==> config.mk <==
export PLATFORM = sky130hd
export DESIGN_NAME = actuator_pulse_slew_limiter_unit
export DESIGN_NICKNAME = d
export VERILOG_FILES = /design/src/design/apsl_pkg.sv /design/src/design/apsl_chan.sv /design/src/design/actuator_pulse_slew_limiter_unit.sv
export SDC_FILE = /design/constraint.sdc
export NUM_CORES = 2
export LEC_CHECK = 0
export BUFFER_PORTS_ARGS = -buffer_cell sky130_fd_sc_hd__buf_2
export CORE_AREA = 8 8 371 337
export CTS_BUF_LIST = sky130_fd_sc_hd__clkbuf_4
export DETAILED_ROUTE_END_ITERATION = 8
export DIE_AREA = 0 0 379 345
export MAX_ROUTING_LAYER = met4
export RECOVER_POWER = 25
export SYNTH_ARGS = -nofsm -noshare
export SYNTH_HDL_FRONTEND = slang
export SYNTH_SLANG_ARGS = --single-unit
==> constraint.sdc <==
create_clock -name clk -period 30.6 [get_ports clk]
set_input_delay 6.12 -clock clk [delete_from_list [all_inputs] [get_ports clk]]
set_output_delay 6.12 -clock clk [all_outputs]
set_load 0.05 [all_outputs]
==> src/design/apsl_pkg.sv <==
// apsl_pkg: shared constants for the actuator pulse slew limiter
// no dependencies; imported by apsl_chan and the top level

package apsl_pkg;

    localparam int NUM_CH      = 6;
    localparam int CMD_W       = 16;
    localparam int SAT_W       = 14;
    localparam int PULSE_W     = 11;
    localparam int STEP_W      = 10;
    localparam int CFG_IDX_W   = 8;

    localparam logic [SAT_W-1:0]   CMD_MAX          = 14'd10000;
    localparam logic [PULSE_W-1:0] PULSE_MIN        = 11'd1000;
    localparam logic [PULSE_W-1:0] PULSE_IDLE_FIRST = 11'd1000;
    localparam logic [PULSE_W-1:0] PULSE_IDLE_OTHER = 11'd1500;
    localparam logic [STEP_W-1:0]  STEP_RESET       = 10'd1;

    // ceil(2^16 / 10); exact floor(x / 10) for x in 0..10000
    localparam int RECIP_W = 13;
    localparam int RECIP_SHIFT = 16;
    localparam logic [RECIP_W-1:0] RECIP_DIV10 = 13'd6554;

    // configuration register indexes
    localparam logic [CFG_IDX_W-1:0] REG_MAX_STEP_UP   = 8'd0;
    localparam logic [CFG_IDX_W-1:0] REG_MAX_STEP_DOWN = 8'd1;

    typedef logic [PULSE_W-1:0] pulse_t;
    typedef logic [STEP_W-1:0]  step_t;

endpackage

==> src/design/apsl_chan.sv <==
// apsl_chan: one channel of command saturation, pulse mapping and slew limit
// depends on apsl_pkg

module apsl_chan
    import apsl_pkg::*;
(
    input  logic signed [CMD_W-1:0] command,
    input  pulse_t                  prev,
    input  step_t                   step_up,
    input  step_t                   step_down,
    output pulse_t                  pulse
);

    logic [SAT_W-1:0]           cmd_sat;
    logic [SAT_W+RECIP_W-1:0]   prod;
    logic [STEP_W-1:0]          quot;
    pulse_t                     width;
    logic signed [PULSE_W+1:0]  diff;
    logic signed [PULSE_W+1:0]  up_s;
    logic signed [PULSE_W+1:0]  down_s;

    // saturate to 0..10000
    always_comb
    begin
        if (command[CMD_W-1])
        begin
            cmd_sat = '0;
        end
        else if (command[CMD_W-2:0] > 15'(CMD_MAX))
        begin
            cmd_sat = CMD_MAX;
        end
        else
        begin
            cmd_sat = command[SAT_W-1:0];
        end
    end

    // divide by ten through reciprocal multiply; result is 0..1000
    assign prod  = (SAT_W+RECIP_W)'(cmd_sat) * (SAT_W+RECIP_W)'(RECIP_DIV10);
    assign quot  = prod[RECIP_SHIFT+STEP_W-1:RECIP_SHIFT];
    // 1000..2000, so no range clamp is needed
    assign width = PULSE_MIN + PULSE_W'(quot);

    assign diff   = $signed({2'b00, width}) - $signed({2'b00, prev});
    assign up_s   = $signed({3'b000, step_up});
    assign down_s = $signed({3'b000, step_down});

    // once the up limit acts the down test cannot fire
    always_comb
    begin
        priority if (diff > up_s)
        begin
            pulse = prev + PULSE_W'(step_up);
        end
        else if (diff < -down_s)
        begin
            pulse = prev - PULSE_W'(step_down);
        end
        else
        begin
            pulse = width;
        end
    end

endmodule

==> src/design/actuator_pulse_slew_limiter_unit.sv <==
// actuator_pulse_slew_limiter_unit: six-channel pulse mapper with slew limit
// depends on apsl_pkg and apsl_chan
//
// a word accepted into the input register moves into the result register when that can load
// throughput: one word per cycle while out_stall is low; an input register and a result
// register decouple the channels, the per-channel limit logic sits between them
// reset: step limits go to 1, stored widths to 1000 (channel 0) / 1500 (others)

module actuator_pulse_slew_limiter_unit
    import apsl_pkg::*;
(
    input  logic                      clk,
    input  logic                      rst_n,

    // input word channel
    input  logic                      in_valid,
    output logic                      in_stall,
    input  logic                      motors_enabled,
    input  logic signed [CMD_W-1:0]   command_0,
    input  logic signed [CMD_W-1:0]   command_1,
    input  logic signed [CMD_W-1:0]   command_2,
    input  logic signed [CMD_W-1:0]   command_3,
    input  logic signed [CMD_W-1:0]   command_4,
    input  logic signed [CMD_W-1:0]   command_5,

    // result word channel
    output logic                      out_valid,
    input  logic                      out_stall,
    output pulse_t                    pulse_0,
    output pulse_t                    pulse_1,
    output pulse_t                    pulse_2,
    output pulse_t                    pulse_3,
    output pulse_t                    pulse_4,
    output pulse_t                    pulse_5,

    // configuration write channel
    input  logic                      cfg_valid,
    output logic                      cfg_ready,
    input  logic [CFG_IDX_W-1:0]      cfg_index,
    input  logic [STEP_W-1:0]         cfg_data
);

    // configuration registers
    step_t step_up_reg;
    step_t step_down_reg;

    // input register
    logic                     in_valid_reg;
    logic                     enabled_reg;
    logic signed [CMD_W-1:0]  cmd_reg [NUM_CH];

    // result register and per-channel history
    logic                     out_valid_reg;
    pulse_t                   pulse_reg      [NUM_CH];
    pulse_t                   last_pulse_reg [NUM_CH];

    pulse_t                   limited   [NUM_CH];
    pulse_t                   idle_w    [NUM_CH];
    logic signed [CMD_W-1:0]  cmd_in    [NUM_CH];

    logic out_advance;
    logic in_take;

    // result register can load when empty or being drained
    assign out_advance = !out_valid_reg || !out_stall;
    // input register frees up whenever its word moves on
    assign in_stall    = in_valid_reg && !out_advance;
    assign in_take     = in_valid && !in_stall;

    assign cfg_ready   = 1'b1;

    assign cmd_in[0] = command_0;
    assign cmd_in[1] = command_1;
    assign cmd_in[2] = command_2;
    assign cmd_in[3] = command_3;
    assign cmd_in[4] = command_4;
    assign cmd_in[5] = command_5;

    // configuration writes; unknown indexes are dropped
    always_ff @(posedge clk or negedge rst_n)
    begin
        if (!rst_n)
        begin
            step_up_reg   <= STEP_RESET;
            step_down_reg <= STEP_RESET;
        end
        else if (cfg_valid && cfg_ready)
        begin
            if (cfg_index == REG_MAX_STEP_UP)
            begin
                step_up_reg <= cfg_data;
            end
            if (cfg_index == REG_MAX_STEP_DOWN)
            begin
                step_down_reg <= cfg_data;
            end
        end
    end

    // input stage control
    always_ff @(posedge clk or negedge rst_n)
    begin
        if (!rst_n)
        begin
            in_valid_reg <= 1'b0;
        end
        else if (in_take)
        begin
            in_valid_reg <= 1'b1;
        end
        else if (out_advance)
        begin
            in_valid_reg <= 1'b0;
        end
    end

    // input stage payload
    always_ff @(posedge clk)
    begin
        if (in_take)
        begin
            enabled_reg <= motors_enabled;
            for (int i = 0; i < NUM_CH; i++)
            begin
                cmd_reg[i] <= cmd_in[i];
            end
        end
    end

    // per-channel limit logic
    for (genvar g = 0; g < NUM_CH; g++)
    begin : g_chan
        apsl_chan u_chan (
            .command   (cmd_reg[g]),
            .prev      (last_pulse_reg[g]),
            .step_up   (step_up_reg),
            .step_down (step_down_reg),
            .pulse     (limited[g])
        );

        // channel 0 idles low, the rest idle at mid scale
        assign idle_w[g] = (g == 0) ? PULSE_IDLE_FIRST : PULSE_IDLE_OTHER;
    end

    // result stage control
    always_ff @(posedge clk or negedge rst_n)
    begin
        if (!rst_n)
        begin
            out_valid_reg <= 1'b0;
        end
        else if (out_advance)
        begin
            out_valid_reg <= in_valid_reg;
        end
    end

    // history only moves on enabled words
    always_ff @(posedge clk or negedge rst_n)
    begin
        if (!rst_n)
        begin
            for (int i = 0; i < NUM_CH; i++)
            begin
                last_pulse_reg[i] <= (i == 0) ? PULSE_IDLE_FIRST : PULSE_IDLE_OTHER;
            end
        end
        else if (out_advance && in_valid_reg && enabled_reg)
        begin
            for (int i = 0; i < NUM_CH; i++)
            begin
                last_pulse_reg[i] <= limited[i];
            end
        end
    end

    // result payload
    always_ff @(posedge clk)
    begin
        if (out_advance && in_valid_reg)
        begin
            for (int i = 0; i < NUM_CH; i++)
            begin
                pulse_reg[i] <= enabled_reg ? limited[i] : idle_w[i];
            end
        end
    end

    assign out_valid = out_valid_reg;
    assign pulse_0   = pulse_reg[0];
    assign pulse_1   = pulse_reg[1];
    assign pulse_2   = pulse_reg[2];
    assign pulse_3   = pulse_reg[3];
    assign pulse_4   = pulse_reg[4];
    assign pulse_5   = pulse_reg[5];

endmodule
## After elaboration in Yosys (flattened, before gate mapping)

Memories as Yosys holds them, arrays and structs flattened.
Cells that the tools add are included.

| storage, ports and cells | value |
|---|---|
| word-level logic and storage cells | 112 |
| memories kept | 2 |
| register bits | 89 |
| RAM bits | 162 |
| output and inout port bits | 69 |

| operators by class | value |
|---|---|
| reductions and logical operators | 13 |
| mux-type cells | 36 |
| add/sub/neg operators | 25 |
| order comparisons | 18 |
| equal/unequal tests | 1 |
| multiply operators | 6 |

Memory list:

| memory | depth | width | rd ports | clocked after memory_dff | wr ports | line | RTL |
|---|---|---|---|---|---|---|---|
| cmd_reg | 6 | 16 | 6 | 0 | 6 | actuator_pulse_slew_limiter_unit.sv:50 | `logic signed [CMD_W-1:0] cmd_reg [NUM_CH];` |
| pulse_reg | 6 | 11 | 6 | 0 | 6 | actuator_pulse_slew_limiter_unit.sv:54 | `pulse_t pulse_reg [NUM_CH];` |

Operators by type and width:

| operator | number |
|---|---|
| $mux W11 | 18 |
| $mux W14 | 12 |
| $mul A14 B12 Y25 const B | 6 |
| $gt A15 B14 Y1 const B | 6 |
| $gt A13 B11 Y1 | 6 |
| $lt A13 B13 Y1 | 6 |
| $sub A11 B11 Y12 | 6 |
| $add A10 B10 Y11 const A | 6 |
| $add A11 B10 Y11 | 6 |
| $sub A11 B10 Y11 | 6 |
| $neg A10 Y13 | 1 |
| $eq A8 B1 Y1 const B | 1 |
| $logic_not A8 Y1 | 1 |
| $mux W1 | 6 |
| $logic_and A1 B1 Y1 | 4 |
| $logic_not A1 Y1 | 4 |
| $reduce_and A2 Y1 | 2 |
| $reduce_bool A2 Y1 | 1 |
| $logic_or A1 B1 Y1 | 1 |

## Logic depth before layout (Yosys ltp)

An unclocked memory read counts as a cell.

| depth | value |
|---|---|
| depth after elaboration | 11 |
| mapped depth | 50 |

## By module

Synthesis repeated with hierarchy kept, for this count alone.

| second synthesis, totals | value |
|---|---|
| cells, all modules | 4649 |
| area, all modules | 42573.3 sq um |

Modules (own cells, without submodules):

| module | seq. area each (sq um) | instances | cells each | area an instance (sq um) |
|---|---|---|---|---|
| apsl_chan (g_chan[0].u_chan ...) | 0.0 | 3 | 695 | 5572.8 |
| actuator_pulse_slew_limiter_unit | 7150.6 | 1 | 432 | 8760.9 |
| apsl_chan (g_chan[3].u_chan) | 0.0 | 1 | 715 | 5705.5 |
| apsl_chan (g_chan[5].u_chan) | 0.0 | 1 | 709 | 5700.5 |
| apsl_chan (g_chan[4].u_chan) | 0.0 | 1 | 708 | 5688.0 |

## Worst setup path after synthesis

No wires, ideal clock.

| path | value |
|---|---|
| path kind | input to output |
| start | input out_stall |
| end | output in_stall |
| data required time | 24.480 ns |
| data arrival time | 6.543 ns |
| path slack | 17.937 ns |
| stages on the path | 2 |
| path through | nand3_1 > inv_1 |

| on the way | value |
|---|---|
| longest elaborated chain between the ends | 4 |

RTL lines:

| item | line | RTL |
|---|---|---|
| start: declaration | actuator_pulse_slew_limiter_unit.sv:28 | `input logic out_stall,` |
| $logic_not A1 Y1 | actuator_pulse_slew_limiter_unit.sv:65 | `assign out_advance = !out_valid_reg \|\| !out_stall;` |
| $logic_or A1 B1 Y1 | actuator_pulse_slew_limiter_unit.sv:65 |  |
| $logic_not A1 Y1 | actuator_pulse_slew_limiter_unit.sv:67 | `assign in_stall = in_valid_reg && !out_advance;` |
| $logic_and A1 B1 Y1 | actuator_pulse_slew_limiter_unit.sv:67 |  |
| end: declaration | actuator_pulse_slew_limiter_unit.sv:17 | `output logic in_stall,` |

No other way between the ends.

## Worst setup path in the final report

Same ends and word-level chain as after synthesis.

==> key figures <==
Run status
  • Failing checks: max-capacitance violations, max-slew violations
  • Outcome: finished, violations left

GRT
  • GRT Util Overall: 17.0%
  • Pin count of the biggest net entering global routing: 60
  • Initial antenna violation count: 10
  • Global-route wire length before repair: 175000 um
  • Global route total overflow: 0
  • Vias in the first global route: 32467

Synth
  • Seq cells post-synth: 251
  • Top cell type by total area after synthesis: ha_1
  • Syn_area_per_cell: 9.04 um2
  • Synth Cell Area: 0.0411 mm2
  • Register area share after synthesis: 17.4%
  • Post-Syn Instances: around 4600
  • Share of the synthesized area in the top cell type: 26.1%
  • Post-synthesis net count: 5836
  • Number of synthesized flops with an enable pin: 163
  • YS warnings: 0
  • Async SR Flop Fraction: 35.1%
  • Dominant synthesized flop cell: edfxtp_1
  • Ranking of synthesized cells by area: ha_1 (26%), fa_1 (15%), edfxtp_1 (12%), inv_1 (8.1%), xnor2_1 (3.0%)
  • Distinct cells, synth: 98

Final layout
  • Area grow syn2layout: 9.69%
  • Most frequent cells in the layout: inv_1 (888), ha_1 (859), fa_1 (306), nand2_1 (266), o21ai_0 (230)
  • Nets: 6065
  • Commonest non-fill, non-tap cell in the layout: inv_1
  • Share of cells above drive strength 1: under 10%
  • Final instance area: 0.0451 mm2
  • Largest register FFs: 96

Critical path
  • Crit-path max FO: 3
  • Slowest Stage Delay on Critical Path: 0.25 ns
  • CP endpoint: in_stall
  • Cells on worst reg2reg path: 44
  • R2r startpoint: cmd_reg[4][0]
  • Reg2reg end: pulse_reg[4][1]
  • CP startpoint kind: input port
  • Setup crit end kind: output pin
  • Slowest-stage cell, CP: buf_2
  • Most common cell on crit path: buf_2
  • R2R setup slack: 18.99 ns
  • CP arrival: around 6.6 ns
  • Critical path class: input port to output pin
  • Worst Path Required: 24.48 ns
  • CP Cell Sequence: buf_2 -> nand3_1 -> inv_1 -> buf_2
  • CP Launch Point: out_stall

Timing
  • Unrepaired setup endpoints after global routing: false
  • Fin. Hold Viols: 0
  • Worst setup margin: 17.86 ns
  • Worst-Margin Slew: 2.55 ns
  • Clock skew: approximately 0.056 ns
  • Rel. slew slack: -70.0%
  • Fin. max-slew vios: 61
  • Setup TNS: 0 ns
  • Minimum clock period: 12.74 ns
  • Endpoints failing setup: 0
  • Final period util: 41.6%
  • Max Freq: 0.0785 GHz

Detailed routing
  • Drt pass-1 iters: 5
  • Post-Route WL: 109000 um
  • Drt drc: 0
  • DR vias/cell: between 5 and 6
  • Initial drt markers: about 1700
  • Vias: 32313
  • Post-route ant nets: 0
  • Avg WL per Cell: roughly 17 um

Die
  • DIE AREA: 0.131 mm2
  • Die Height: about 350 um
  • Initial core utilization: 34.8%
  • Core box area: roughly 0.12 mm2
  • IO Pins: 189
  • Rows: 120
  • DIE WIDTH: roughly 380 um

Clock network
  • Clk root buf: clkbuf_4
  • Maximum clock insertion buffer count: 3
  • Reg clk slew, reported paths: 0.06 ns
  • Hold_buf cts: 0
  • Clk Latency, worst-skew pair: 1.00 ns
  • Cts repair resizes: 0
  • CTS buffer count: 77
  • CTS Sinks: 251
  • H-tree Lvls: 3
  • CTS tree: done
  • Post-CTS setup buffers: 0

Place
  • Routability Congestion: 0.881
  • Port bufs: between 150 and 200
  • Placed cell area: 0.0440 mm2
  • Worst slack, placed: ~18 ns
  • Detailed placer's ending HPWL: 88400 um

Run
  • # Max-Cap Violations: 2

Worst hold path
  • Min-delay src: last_pulse_reg[54]
  • Worst Hold Class: flop to flop
-- cells in the mapped netlist (16+ instances only) --
cell type and count:
inv_1 888, ha_1 859, fa_1 306, nand2_1 267, o21ai_0 233, nor2_1 224
a21oi_1 209, edfxtp_1 163, xnor2_1 140, and2_1 90, a21o_1 89, nor3_1 68
nor2b_1 66, nand3_1 65, xor2_1 58, clkbuf_1 55, o211ai_1 49, o21a_1 47
dfrtp_1 45, nand2b_1 45, dfstp_2 43, and3_1 40, mux2_2 33, a31oi_1 32
a211oi_1 27, a21boi_0 26, or3_1 24, mux2i_1 23, nand4_1 20, o31ai_1 20
or2_2 18, nor4_1 16, o21bai_1 16
-- worst max-delay path, delay by kind of cell --
kind / cells / cell delay, ns
buffers and inverters: 3 / 0.41
AND/OR/NAND/NOR: 1 / 0.09
-- metrics by stage --
step,hold WS (ns),cells,utilization (%)
6_report,0.500,6447,38.1
5_1_grt,0.522,6447,38.1
4_1_cts,0.503,6431,38.1
3_5_place_dp,0.501,6287,37.2
3_3_place_gp,0.465,6287,37.2
2_1_floorplan,0.458,4551,-
-- logic make-up after synthesis --
family          count (synthesis)  synth area share, %
simple gates                  993                 12.0
mux                            56                 1.46
xor+xnor                      198                 4.22
flops                         251                 17.4
buf+inv                       950                 8.79
fa+ha+maj                    1165                 41.0
other cells                     1              0.00912
compound gates                937                 15.1
-- final cells by class --
| class | instances | area (um2) |
|---|---|---|
| timing repair buffer | 212 | 1120 |
| multi-input combinational | 3350 | 30400 |
| antenna | 16 | 40.0 |
| sequential | 251 | 7150 |
| clock inverter | 38 | 314 |
| fill | 12127 | 73200 |
| tap | 1586 | 1980 |
| inverter | 888 | 3330 |
| clock buffer | 106 | 796 |
-- worst min-delay path by stage --
stage / to / slack [ns] / depth (start not counted)
6_report: last_pulse_reg[54] / 0.50 / 2
5_1_grt: last_pulse_reg[61] / 0.52 / 2
4_1_cts: last_pulse_reg[54] / 0.50 / 2
3_5_place_dp: last_pulse_reg[54] / 0.50 / 2
3_3_place_gp: last_pulse_reg[54] / 0.47 / 2
2_1_floorplan: last_pulse_reg[54] / 0.46 / 2
-- metal layers --
layer	part of all wire, %	GRT usage (%)
met1	48	23.2
met2	43	25.8
met3	6.1	3.64
met4	2.2	4.18
met5	0	-
Power is not shown: default switching activity piles up to over one toggle a cycle in this logic, so the estimate is an artifact.
